==> src/integer_to_ascii_formatter_core_macros.svh <==
// Assertion macros for the integer to ASCII formatter core.
// Included by the RTL file that carries the concurrent checks; needs a clk and rst_n in scope.
`ifndef INTEGER_TO_ASCII_FORMATTER_CORE_MACROS_SVH
`define INTEGER_TO_ASCII_FORMATTER_CORE_MACROS_SVH
`ifndef SYNTHESIS
// Condition that must hold in the same cycle as the trigger.
`define ITOA_ASSERT_SAME(lbl, ante, cons) \
  lbl: assert property (@(posedge clk) disable iff (!rst_n) (ante) |-> (cons)) \
    else $error("itoa core: same-cycle check failed");
// Condition that must hold in the cycle after the trigger.
`define ITOA_ASSERT_NEXT(lbl, ante, cons) \
  lbl: assert property (@(posedge clk) disable iff (!rst_n) (ante) |=> (cons)) \
    else $error("itoa core: next-cycle check failed");
`else
`define ITOA_ASSERT_SAME(lbl, ante, cons)
`define ITOA_ASSERT_NEXT(lbl, ante, cons)
`endif
`endif

==> src/itoa_pkg.sv <==
// Shared types, codes and helpers for the integer to ASCII formatter core.
// No dependencies; used by itoa_digit_engine and integer_to_ascii_formatter_core.
`default_nettype none

package itoa_pkg;

  // Conversion modes. Bit 1 set selects hexadecimal, so the unused code acts as hex.
  localparam logic [1:0] OP_UDEC = 2'd0;
  localparam logic [1:0] OP_SDEC = 2'd1;
  localparam logic [1:0] OP_HEX  = 2'd2;
  localparam int unsigned OP_HEX_BIT = 1;

  localparam logic [7:0] CHAR_ZERO  = 8'h30;
  localparam logic [7:0] CHAR_A     = 8'h61;
  localparam logic [7:0] CHAR_MINUS = 8'h2d;
  localparam logic [3:0] DIGIT_TEN  = 4'd10;

  typedef struct packed {
    logic [1:0]  opcode;
    logic [31:0] number;
  } in_req_t;

  typedef struct packed {
    logic [7:0] character;
    logic       last;
  } out_req_t;

  typedef enum logic [2:0] {
    ST_IDLE,
    ST_SIGN,
    ST_CONV,
    ST_SKIP,
    ST_EMIT
  } state_t;

  typedef struct packed {
    logic load_dec;
    logic load_hex;
    logic dabble;
    logic shift_out;
  } eng_ctrl_t;

  // ASCII code of one digit, 0-9 then lower-case a-f.
  function automatic logic [7:0] digit_to_ascii(input logic [3:0] d);
    logic [7:0] ch;
    if (d < DIGIT_TEN) begin
      ch = CHAR_ZERO + {4'd0, d};
    end else begin
      ch = CHAR_A + {4'd0, d - DIGIT_TEN};
    end
    return ch;
  endfunction

endpackage

`default_nettype wire

==> src/itoa_digit_engine.sv <==
// Digit register and shift-add-3 unit of the integer to ASCII formatter core.
// Depends on itoa_pkg for the control struct.
`default_nettype none

module itoa_digit_engine #(
  parameter int VALUE_WIDTH = 32,
  parameter int NUM_DIGITS  = 10
) (
  input  wire logic                   clk,
  input  wire itoa_pkg::eng_ctrl_t    ctrl,
  input  wire logic [VALUE_WIDTH-1:0] load_value,
  output logic [3:0]                  top_digit
);

  localparam int DW = NUM_DIGITS * 4;

  logic [VALUE_WIDTH-1:0] bin_r, bin_nxt;
  logic [DW-1:0]          bcd_r, bcd_nxt;
  logic [DW-1:0]          bcd_adj;

  // Every digit of five or more gets three added before the shift.
  always_comb begin
    for (int i = 0; i < NUM_DIGITS; i++) begin
      if (bcd_r[i*4 +: 4] >= 4'd5) begin
        bcd_adj[i*4 +: 4] = bcd_r[i*4 +: 4] + 4'd3;
      end else begin
        bcd_adj[i*4 +: 4] = bcd_r[i*4 +: 4];
      end
    end
  end

  always_comb begin
    bin_nxt = bin_r;
    bcd_nxt = bcd_r;
    if (ctrl.load_dec) begin
      bin_nxt = load_value;
      bcd_nxt = '0;
    end else if (ctrl.load_hex) begin
      bcd_nxt = {{(DW - VALUE_WIDTH){1'b0}}, load_value};
    end else if (ctrl.dabble) begin
      bcd_nxt = {bcd_adj[DW-2:0], bin_r[VALUE_WIDTH-1]};
      bin_nxt = {bin_r[VALUE_WIDTH-2:0], 1'b0};
    end else if (ctrl.shift_out) begin
      bcd_nxt = {bcd_r[DW-5:0], 4'd0};
    end
  end

  always_ff @(posedge clk) begin
    bin_r <= bin_nxt;
    bcd_r <= bcd_nxt;
  end

  assign top_digit = bcd_r[DW-1 -: 4];

endmodule

`default_nettype wire

==> src/integer_to_ascii_formatter_core.sv <==
// Top level of the integer to ASCII formatter: request handshake, sequencer, output register.
// Depends on itoa_pkg, itoa_digit_engine and integer_to_ascii_formatter_core_macros.svh.
//
// A request (opcode, number) is taken at a rising edge with start high and busy low. The
// block then drives the ASCII text of the number one character per strobe on out_valid,
// most significant digit first, with out_data.last on the final character. Characters are
// shown for exactly one cycle each and the receiver cannot hold them off, so it must take
// every strobe. Decimal requests run a shift-add-3 conversion through the single digit
// engine, one bit per cycle, then the engine shifts leading zero digits away one per cycle
// and emits one digit per cycle; a negative signed request first sends a leading minus. A
// hexadecimal request skips the conversion. busy falls in the cycle the last character
// appears, so the next request may be given while that character is still on the output.
`default_nettype none
`include "integer_to_ascii_formatter_core_macros.svh"

module integer_to_ascii_formatter_core #(
  parameter int VALUE_WIDTH = 32
) (
  input  wire logic               clk,
  input  wire logic               rst_n,
  input  wire logic               start,
  output logic                    busy,
  input  wire itoa_pkg::in_req_t  in_data,
  output logic                    out_valid,
  output itoa_pkg::out_req_t      out_data
);

  // Decimal digits needed for VALUE_WIDTH bits: floor(VALUE_WIDTH * log10(2)) + 1.
  localparam int NUM_DIGITS = ((VALUE_WIDTH * 1233) >> 12) + 1;
  localparam int BIT_CNT_W  = $clog2(VALUE_WIDTH + 1);
  localparam int DIG_CNT_W  = $clog2(NUM_DIGITS + 1);

  itoa_pkg::state_t    state_r, state_nxt;
  logic [BIT_CNT_W-1:0] bit_cnt_r, bit_cnt_nxt;
  logic [DIG_CNT_W-1:0] dig_cnt_r, dig_cnt_nxt;
  logic                 out_valid_r, out_valid_nxt;
  itoa_pkg::out_req_t   out_r, out_nxt;
  itoa_pkg::eng_ctrl_t  ctrl;
  logic [VALUE_WIDTH-1:0] value_w;
  logic [VALUE_WIDTH-1:0] load_value;
  logic [3:0]           top_digit;
  logic                 accept;
  logic                 is_hex;
  logic                 is_neg;

  // Only the low VALUE_WIDTH bits of the number count; a wider value is zero-extended.
  generate
    if (VALUE_WIDTH <= 32) begin : g_narrow
      assign value_w = in_data.number[VALUE_WIDTH-1:0];
    end else begin : g_wide
      assign value_w = {{(VALUE_WIDTH - 32){1'b0}}, in_data.number};
    end
  endgenerate

  assign accept = start && !busy;
  assign is_hex = in_data.opcode[itoa_pkg::OP_HEX_BIT];
  // Signed mode is exactly the signed code; the unused code already decoded as hex.
  assign is_neg = (in_data.opcode == itoa_pkg::OP_SDEC) && value_w[VALUE_WIDTH-1];
  // The two's complement of the most negative value is itself, read as unsigned.
  assign load_value = is_neg ? (~value_w + {{(VALUE_WIDTH - 1){1'b0}}, 1'b1}) : value_w;

  itoa_digit_engine #(
    .VALUE_WIDTH (VALUE_WIDTH),
    .NUM_DIGITS  (NUM_DIGITS)
  ) u_engine (
    .clk        (clk),
    .ctrl       (ctrl),
    .load_value (load_value),
    .top_digit  (top_digit)
  );

  always_ff @(posedge clk) begin
    if (!rst_n) begin
      state_r     <= itoa_pkg::ST_IDLE;
      out_valid_r <= 1'b0;
      bit_cnt_r   <= '0;
      dig_cnt_r   <= '0;
    end else begin
      state_r     <= state_nxt;
      out_valid_r <= out_valid_nxt;
      bit_cnt_r   <= bit_cnt_nxt;
      dig_cnt_r   <= dig_cnt_nxt;
    end
  end

  always_ff @(posedge clk) begin
    out_r <= out_nxt;
  end

  always_comb begin
    state_nxt     = state_r;
    bit_cnt_nxt   = bit_cnt_r;
    dig_cnt_nxt   = dig_cnt_r;
    out_valid_nxt = 1'b0;
    out_nxt       = out_r;
    ctrl          = '0;
    case (state_r)
      itoa_pkg::ST_IDLE: begin
        if (accept) begin
          bit_cnt_nxt = BIT_CNT_W'(VALUE_WIDTH);
          dig_cnt_nxt = DIG_CNT_W'(NUM_DIGITS);
          if (is_hex) begin
            ctrl.load_hex = 1'b1;
            state_nxt     = itoa_pkg::ST_SKIP;
          end else begin
            ctrl.load_dec = 1'b1;
            state_nxt     = is_neg ? itoa_pkg::ST_SIGN : itoa_pkg::ST_CONV;
          end
        end
      end
      itoa_pkg::ST_SIGN: begin
        // The minus sign goes out while the conversion has not yet started.
        out_valid_nxt     = 1'b1;
        out_nxt.character = itoa_pkg::CHAR_MINUS;
        out_nxt.last      = 1'b0;
        state_nxt         = itoa_pkg::ST_CONV;
      end
      itoa_pkg::ST_CONV: begin
        ctrl.dabble = 1'b1;
        bit_cnt_nxt = bit_cnt_r - BIT_CNT_W'(1);
        if (bit_cnt_r == BIT_CNT_W'(1)) begin
          state_nxt = itoa_pkg::ST_SKIP;
        end
      end
      itoa_pkg::ST_SKIP: begin
        // Drop leading zeros, but always keep one digit so that zero prints as '0'.
        if ((top_digit == 4'd0) && (dig_cnt_r > DIG_CNT_W'(1))) begin
          ctrl.shift_out = 1'b1;
          dig_cnt_nxt    = dig_cnt_r - DIG_CNT_W'(1);
        end else begin
          state_nxt = itoa_pkg::ST_EMIT;
        end
      end
      itoa_pkg::ST_EMIT: begin
        ctrl.shift_out    = 1'b1;
        dig_cnt_nxt       = dig_cnt_r - DIG_CNT_W'(1);
        out_valid_nxt     = 1'b1;
        out_nxt.character = itoa_pkg::digit_to_ascii(top_digit);
        out_nxt.last      = (dig_cnt_r == DIG_CNT_W'(1));
        if (dig_cnt_r == DIG_CNT_W'(1)) begin
          state_nxt = itoa_pkg::ST_IDLE;
        end
      end
      default: begin
        state_nxt = itoa_pkg::ST_IDLE;
      end
    endcase
  end

  assign busy      = (state_r != itoa_pkg::ST_IDLE);
  assign out_valid = out_valid_r;
  assign out_data  = out_r;

  // A taken request always occupies the block in the following cycle.
  `ITOA_ASSERT_NEXT(a_accept_busy, accept, busy)
  // The final character appears exactly when the sequencer has gone back to idle.
  `ITOA_ASSERT_SAME(a_last_idle, out_valid && out_data.last, !busy)
  // Skipping leading zeros never produces a character.
  `ITOA_ASSERT_NEXT(a_skip_quiet, state_r == itoa_pkg::ST_SKIP, !out_valid)
  // The emit phase always has at least one digit left to send.
  `ITOA_ASSERT_SAME(a_emit_count, state_r == itoa_pkg::ST_EMIT, dig_cnt_r != '0)

endmodule

`default_nettype wire
==> config.mk <==
export PLATFORM = sky130hd
export DESIGN_NAME = integer_to_ascii_formatter_core
export DESIGN_NICKNAME = d
export VERILOG_FILES = /design/src/itoa_pkg.sv /design/src/itoa_digit_engine.sv /design/src/integer_to_ascii_formatter_core.sv
export VERILOG_INCLUDE_DIRS = /design/src /design/src/src
export SDC_FILE = /design/constraint.sdc
export NUM_CORES = 1
export LEC_CHECK = 0
export BUFFER_PORTS_ARGS = -buffer_cell sky130_fd_sc_hd__clkbuf_2
export CORE_MARGIN = 5
export CORE_UTILIZATION = 60
export CTS_BUF_LIST = sky130_fd_sc_hd__clkbuf_8
export CTS_CLUSTER_DIAMETER = 60
export DETAILED_ROUTE_END_ITERATION = 16
export HOLD_SLACK_MARGIN = 0.08
export PLACE_DENSITY = 0.91
export SLEW_MARGIN = 20
export SYNTH_ARGS = -nofsm -noshare
export SYNTH_HDL_FRONTEND = slang
export SYNTH_HIERARCHICAL = 1
export SYNTH_SLANG_ARGS = --single-unit
==> constraint.sdc <==
create_clock -name clk -period 3.6 [get_ports clk]
set_input_delay 0.36 -clock clk [delete_from_list [all_inputs] [get_ports clk]]
set_output_delay 0.36 -clock clk [all_outputs]
set_load 0.01 [all_outputs]
==> impl_metrics.tcl, run 1 <==
set metrics [dict create \
    synth-async-reset-ratio 0 \
    nFillCells 775 \
    fmaxAchievable_mhz 350 \
    fin_crit_ns 2.86 \
    cts_root_buf "clkbuf_8" \
    worstReg2RegStart "state_r[1]" \
    wirelength_um 16700 \
    clock-sinks 93 \
    htreeDepth 3 \
    preCtsSetupSlack_ns 0.670 \
    ys_types 69 \
    grt_pass1_wl_um 27700 \
    finalCritPeriodShare 0.793 \
    seqPwrFrac 0.424 \
    synthCells 727 \
    postCtsHoldBufs 0 \
    worst_path_most_repeated_cell "nor3_1" \
    firstDrtPassIters 6 \
    ys_seq_elements 93 \
    ys_seq_area_frac 0.349 \
    worst_pin_slew_ns 1.03 \
    clk_pin_slew_ns 0.09 \
    critPathMaxStageDelay_ns 0.50 \
    antenna_found_initial 0 \
    ys.flop_type "dfxtp_1" \
    cts_tree "done" \
    holdCritStartpoint "rst_n" \
    slew_viol_final 0 \
    rsz0062_at_grt "no" \
    die_x_um 114 \
    dieArea_mm2 0.0129 \
    ir_worst_vdd_uv 334 \
    critPathKind "register to register" \
    report.final.hold_viol_count 0 \
    cp_slowest_cell "and2_2" \
    setup_ws_ns 0.744 \
    cts_buffers 9 \
    cp-end-kind "register" \
    status "finished, final reports clean" \
    crit_path_cell_trace "nand2b_1, nor3_1, and2_2, buf_12, buf_4, nor3_1, a21oi_1, o311ai_1, a311oi_1" \
    areaGrowthSynthToFinish_pct 7.08 \
    grt_pass1_vias 5768 \
    use_met3 0.0398 \
    syn-num-nets 792 \
    nets 812 \
    synth_warnings 6 \
    synth_edf_count 39 \
    required_ns 3.86 \
    p_leak_nw 2.56 \
    ant_nets 0 \
    grt.overflow.total 0 \
    reg2reg_slack_ns 0.74 \
    power_density_mw_per_mm2 590 \
    r2r-end "u_engine/bcd_r[6]" \
    worstSkewPairLatency_ns 0.37 \
    via_per_inst 6.67 \
    swShare 0.403 \
    combPwrFrac 0.404 \
    hold_path_class "input pin to register" \
    antenna_cells 0 \
    min_to "bit_cnt_r[4]" \
    drc 0 \
    drive_gt1_frac 0.184 \
    cts.repair.resized 0 \
    vias 5926 \
    pin_count 48 \
    cp-start-kind "register" \
    ff2ff_path_depth 9 \
    p_int_w 0.00243 \
    fin_area_mm2 0.00691 \
    place_congestion 0.956 \
    avgRoutedWirePerCell_um 18.9 \
    io_buffers 45 \
    cap_viol_max_count 0 \
    pwr-share-clk 0.172 \
    place_hpwl_um 12000 \
    slew_headroom 0.310 \
    grtUsageTotal 0.261 \
    post_cts_buffers 0 \
    rows 37 \
    drt_iter0_markers 562 \
    worstPathMaxFanout 37 \
    setup_viol 0 \
    cp.arrival_ns 3.12 \
    avgSynthCellArea_um2 8.87 \
    power.switching_w 0.00164 \
    core_area_mm2 0.0104 \
    busiest_layer "met2" \
    finalSetupTns_ns 0 \
    grt_max_degree 44 \
    fp.dieH_um 114 \
    whs_path_depth 2 \
    initial_utilization 0.619 \
    synth_area_mm2 0.00645 \
    cts_buffer_depth 2 \
    use_met2 0.429 \
    skew_ns 0.0107 \
    placed_area_mm2 0.00671 \
    grtUsageMet1 0.326 \
]
==> cell usage after synthesis (11+ instances only) <==
library cell   n  area share
nor2_1        51       0.030
clkbuf_1      16      0.0093
buf_2         20       0.016
nand3_1       11      0.0085
xor2_1        14       0.019
o21ai_1       20       0.016
edfxtp_1      39        0.18
nand2b_1      19       0.018
xnor2_1       18       0.024
o21ai_0       35       0.027
dfxtp_1       54        0.17
nand2_1       43       0.025
nor3_1        28       0.022
ha_1          28       0.054
a311oi_1      12       0.016
a21oi_1       57       0.044
inv_1         52       0.030
mux2_2        33       0.058
==> routing by layer <==
metal / vias to the layer above / wire length (µm)
met5: - / 0
met4: 0 / 807
met3: 80 / 1520
met2: 374 / 7950
met1: 2771 / 6480
li1: 2701 / -
==> final cells by class <==
type,count,area (µm²),share of cell area
Clock buffer,9,124,0.0179
Sequential cell,93,2250,0.326
Multi-Input combinational cell,532,3740,0.542
Timing Repair Buffer,58,348,0.0504
Tap cell,136,170,0.0246
Clock inverter,7,67.6,0.00978
Inverter,53,199,0.0288
==> placed cells by master, fill, tap and decap left out, types with 18 or more instances in the layout <==
| cell | n |
|---|---|
| a21oi_1 | 57 |
| ha_1 | 28 |
| o21ai_0 | 35 |
| nor2_1 | 50 |
| nand2_1 | 43 |
| o21ai_1 | 20 |
| xnor2_1 | 18 |
| mux2_2 | 33 |
| nor3_1 | 28 |
| nand2b_1 | 19 |
| inv_1 | 52 |
| clkbuf_2 | 45 |
| dfxtp_1 | 54 |
| edfxtp_1 | 39 |
==> power groups by stage <==
stage / registers, W / logic, W / clock network, W
after detailed placement: 0.00174 / 0.00159 / 0
after global routing: 0.00176 / 0.00183 / 0.000751
final: 0.00173 / 0.00165 / 0.000700
after CTS: 0.00171 / 0.00162 / 0.000699
after floorplan: 0.00161 / 0.00131 / 0
after global placement: 0.00171 / 0.00148 / 0
==> cells by family after synthesis <==
| family | after synthesis | synth area share |
|---|---|---|
| compound gates | 199 | 0.209 |
| xor+xnor | 32 | 0.0435 |
| fa+ha+maj | 28 | 0.0543 |
| buf+inv | 102 | 0.0714 |
| flops | 93 | 0.349 |
| mux | 42 | 0.0718 |
| other cells | 2 | 0.00116 |
| simple gates | 229 | 0.199 |
==> flip-flops by register name, summed over array words and instances (netlist names) <==
name,cells
u_engine/bcd_r,40
u_engine/bin_r,32
dig_cnt_r,4
out_valid,1
bit_cnt_r,6
out_data,7
state_r,3
==> worst max path at each step <==
| stage | start | end | slack, ns | cells past startpoint |
|---|---|---|---|---|
| global route | state_r[2] | u_engine/bcd_r[8] | 0.57 | 7 |
| finish | state_r[1] | u_engine/bcd_r[6] | 0.74 | 9 |
| CTS | state_r[1] | u_engine/bcd_r[6] | 0.83 | 9 |
| global placement | in_data[4] | u_engine/bin_r[13] | 0.90 | 7 |
| detailed placement | in_data[18] | u_engine/bcd_r[30] | 0.67 | 9 |
| floorplan | state_r[1] | u_engine/bin_r[0] | 0.64 | 7 |
==> per-stage QoR <==
step                instances  total power, W  utilization  hold slack [ns]
floorplan                 727         0.00292            -            0.456
finish                    888         0.00407        0.663            0.251
CTS                       888         0.00403        0.663            0.240
global placement          872         0.00320        0.645            0.471
detailed placement        872         0.00333        0.645            0.498
global route              888         0.00435        0.663            0.257
==> critical path: cells and delay by family, from the launching register on <==
family | cells | cell delay (ns)
AND/OR/NAND/NOR | 4 | 1.22
AO/OA/AOI/OAI | 3 | 0.60
buffers and inverters | 2 | 0.51
flip-flops | 1 | 0.39
Note: power is estimated with default switching activity, not from simulation.
==> inputs of run 2 (changes only) <==
Settings changed: CORE_UTILIZATION 60 to 57, PLACE_DENSITY 0.91 to 0.9.
Clock period 3.6 ns to 2.3 ns, I/O delays scaled along.
==> impl_metrics.tcl, run 2 (synthesized netlist as in run 1, its figures left out) <==
set metrics [dict create \
    whs_path_depth 2 \
    rsz0062_at_grt "no" \
    drc 0 \
    vias 6092 \
    nets 862 \
    drt_iter0_markers 776 \
    io_buffers 45 \
    cap_viol_max_count 0 \
    core_area_mm2 0.0110 \
    cp_top_family "compound AO/OA/AOI/OAI gates" \
    pin_count 48 \
    fp.dieH_um 116 \
    clock-sinks 93 \
    wirelength_um 17400 \
    grt.overflow.total 0 \
    avgRoutedWirePerCell_um 18.5 \
    critPathBufInv 3 \
    rows 38 \
    firstDrtPassIters 5 \
    status "finished, final reports clean" \
    fmaxAchievable_mhz 454 \
    grtUsageTotal 0.257 \
    via_per_inst 6.47 \
    skew_ns 0.0120 \
    cp.arrival_ns 2.48 \
    cts_buffers 9 \
    fin_area_mm2 0.00742 \
    final_cell_mix "a21oi_1, buf_4, inv_1, dfxtp_1, nor2_1" \
    die_x_um 116 \
    crit_path_cell_trace "inv_1, ha_1, nor2_1, o2111ai_2, nand2_1, buf_12, nor2_4, buf_4, a221oi_1, o21ai_1, a311oi_1" \
    place_hpwl_um 12300 \
    post_cts_buffers 0 \
    cp-start-kind "register" \
    critPathKind "register to register" \
    required_ns 2.58 \
    postCtsHoldBufs 0 \
    drive_gt1_frac 0.244 \
    grt_max_degree 45 \
    antenna_found_initial 0 \
    cts_buffer_depth 2 \
    regMostFlops "u_engine/bcd_r" \
    slew_viol_final 0 \
    dieArea_mm2 0.0135 \
    crit_cells 11 \
    clk_pin_slew_ns 0.10 \
    placed_area_mm2 0.00715 \
    cp_slowest_cell "dfxtp_2" \
    setup_ws_ns 0.0986 \
    cp-end-kind "register" \
    cts_root_buf "clkbuf_8" \
    report.final.hold_viol_count 0 \
    setup_viol 0 \
    fin_crit_ns 2.20 \
    ant_nets 0 \
    post-route-util 0.676 \
    critPathMaxStageDelay_ns 0.37 \
    place_congestion 0.885 \
    finalCritPeriodShare 0.957 \
    power_density_mw_per_mm2 917 \
    areaGrowthSynthToFinish_pct 15.1 \
    largest_reg_flops 40 \
    hold_path_class "input pin to register" \
    initial_utilization 0.587 \
    worstPathMaxFanout 19 \
    cts_tree "done" \
    preCtsSetupSlack_ns -0.280 \
    grt_pass1_vias 5841 \
    worstSkewPairLatency_ns 0.38 \
    worst_pin_slew_ns 0.642 \
    ff2ff_path_depth 11 \
    slew_headroom 0.568 \
    htreeDepth 3 \
    p_total_w 0.00681 \
    p_leak_nw 2.86 \
    ir_worst_vdd_uv 483 \
    grt_pass1_wl_um 28000 \
    antenna_cells 0 \
]
==> run 2: per-stage QoR <==
stage                     hold slack [ns]  TNS, ns  instances
final                               0.104        0        942
after global routing                0.113        0        942
after CTS                          0.0945        0        942
after detailed placement            0.490    -4.63        926
after global placement              0.470    -2.05        926
after floorplan                     0.348   -0.123        727
==> run 2: area by class of cell <==
| cell class | count | area [µm²] |
|---|---|---|
| Fill cell | 768 | 3560 |
| Tap cell | 140 | 175 |
| Clock inverter | 7 | 115 |
| Sequential cell | 93 | 2250 |
| Multi-Input combinational cell | 532 | 3780 |
| Timing Repair Buffer | 108 | 773 |
| Clock buffer | 9 | 124 |
| Inverter | 53 | 199 |
==> run 2: layer usage <==
layer | global-route usage | vias to the layer above | part of all wire
met5 | 0 | - | 0
met4 | 0.0974 | 0 | 0.032
met3 | 0.0472 | 65 | 0.088
met2 | 0.437 | 363 | 0.48
met1 | 0.324 | 2874 | 0.40
li1 | - | 2790 | -
==> run 2: worst paths after layout <==
| kind | from | to | slack, ns |
|---|---|---|---|
| worst max-delay path | dig_cnt_r[1] | u_engine/bcd_r[18] | 0.1 |
| worst min register to register | bit_cnt_r[5] | bit_cnt_r[5] | 0.51 |
| worst min-delay path | rst_n | bit_cnt_r[4] | 0.10 |
| worst max register to register | dig_cnt_r[1] | u_engine/bcd_r[18] | 0.1 |
==> run 2: power by group <==
| part | internal, W | switching [W] | leakage, nW |
|---|---|---|---|
| Sequential | 0.00218 | 0.000503 | 0.813 |
| Clock | 0.000721 | 0.000615 | 0.126 |
| Combinational | 0.00124 | 0.00154 | 1.92 |
==> run 2: timing repair <==
action	in CTS	in global routing
endpoints found under the setup margin	1	22
pin swaps	0	0
gates resized for setup	1	10
==> inputs of run 3 (changes only) <==
Settings changed: CORE_MARGIN 5 to default.
==> impl_metrics.tcl, run 3 (synthesized netlist as in run 1, its figures left out) <==
set metrics [dict create \
    grtUsageTotal 0.294 \
    htreeDepth 3 \
    slew_headroom 0.651 \
    initial_utilization 0.590 \
    worstPathMaxFanout 3 \
    dieArea_mm2 0.0117 \
    via_per_inst 6.45 \
    wl_met1_um 6540 \
    avgRoutedWirePerCell_um 17.8 \
    power_density_mw_per_mm2 910 \
    skew_ns 0.0101 \
    cap_viol_max_count 0 \
    dr_wl_met3_um 1400 \
    fin_crit_ns 2.18 \
    largest_reg_flops 40 \
    seqPwrFrac 0.406 \
    regMostFlops "u_engine/bcd_r" \
    nFillCells 796 \
    critPathKind "input pin to register" \
    p_leak_nw 2.81 \
    areaGrowthSynthToFinish_pct 13.6 \
    report.final.hold_viol_count 0 \
    preCtsSetupSlack_ns -0.308 \
    finalCritPeriodShare 0.946 \
    cts_buffers 9 \
    place_congestion 0.934 \
    die_x_um 108 \
    cp.arrival_ns 2.31 \
    pwr-share-clk 0.184 \
    cts_buffer_depth 2 \
    post_cts_buffers 0 \
    clock-sinks 93 \
    wirelength_um 16700 \
    drc 0 \
    io_buffers 45 \
    required_ns 2.43 \
    ir_worst_vdd_uv 446 \
    ant_nets 0 \
    worstSkewPairLatency_ns 0.37 \
    drive_gt1_frac 0.230 \
    grt_pass1_wl_um 27300 \
    vias 6033 \
    cts_tree "done" \
    cts_root_buf "clkbuf_8" \
    fp.dieH_um 108 \
    rsz0062_at_grt "no" \
    antenna_cells 0 \
    cp-end-kind "register" \
    status "finished, final reports clean" \
    clk_pin_slew_ns 0.09 \
    holdWs_ns 0.111 \
    pin_count 48 \
    combPwrFrac 0.410 \
    rows 38 \
    wl_met2_um 8140 \
    nets 855 \
    fin_area_mm2 0.00732 \
    highest_layer "met4" \
    power.switching_w 0.00261 \
    antenna_found_initial 0 \
    slew_viol_final 0 \
    place_hpwl_um 12000 \
    cp-start-kind "input pin" \
    firstDrtPassIters 5 \
    setup_ws_ns 0.123 \
    grt_max_degree 44 \
    fmaxAchievable_mhz 459 \
    final_cell_mix "a21oi_1, inv_1, dfxtp_1, buf_4, nor2_1" \
    grt.overflow.total 0 \
    hold_path_class "input pin to register" \
    core_area_mm2 0.0109 \
    grt_pass1_vias 5789 \
    p_int_w 0.00405 \
    drt_iter0_markers 667 \
    post-route-util 0.670 \
    placed_area_mm2 0.00709 \
    setup_viol 0 \
    finalSetupTns_ns 0 \
    worst_pin_slew_ns 0.518 \
    swShare 0.392 \
    layout_commonest_cell "a21oi_1" \
]
[run 3: layout make-up]
class	instances	area [µm²]	area share
clock inverter	6	80.1	0.0109
inverter	53	199	0.0272
tap	140	175	0.0239
clock buffer	10	138	0.0188
sequential	93	2250	0.308
timing repair buffer	101	712	0.0972
multi-input combinational	532	3770	0.514
[run 3: worst max-delay path: stages]
cell and delay (ns):
clkbuf_2 0.09, or4_4 0.54, or3_4 0.40, or4_4 0.47, o31ai_4 0.19, xnor2_1 0.12, mux2_2 0.28
[run 3: path summary, 6_finish.rpt]
check / from / slack, ns / end / cells past startpoint
worst max-delay path: in_data[7] / 0.12 / u_engine/bin_r[13] / 7
worst min register to register: bit_cnt_r[5] / 0.51 / bit_cnt_r[5] / 1
worst max register to register: dig_cnt_r[2] / 0.15 / u_engine/bcd_r[14] / 7
worst min-delay path: rst_n / 0.11 / bit_cnt_r[4] / 2
[run 3: routing by layer]
metal | up-vias | global-route usage
li1 | 2789 | -
met1 | 2850 | 0.358
met3 | 60 | 0.0561
met5 | - | 0
met4 | 0 | 0.137
met2 | 334 | 0.499
[run 3: per-stage QoR]
step | instances | power, W
6_report | 935 | 0.00667
5_1_grt | 935 | 0.00706
4_1_cts | 935 | 0.00660
3_5_place_dp | 919 | 0.00534
2_1_floorplan | 727 | 0.00458
3_3_place_gp | 919 | 0.00513
[run 3: timing repair]
item,in CTS,in global routing
hold buffers,0,0
hold endpoints to repair,0,0
resized for setup,0,5
setup endpoints to repair,0,23
[run 3: power by group through the flow]
stage,Combinational (W),Sequential (W),Clock [W]
after CTS,0.00268,0.00267,0.00124
after global placement,0.00245,0.00268,0
after floorplan,0.00206,0.00252,0
after detailed placement,0.00264,0.00270,0
after global routing,0.00301,0.00275,0.00130
final,0.00273,0.00270,0.00123
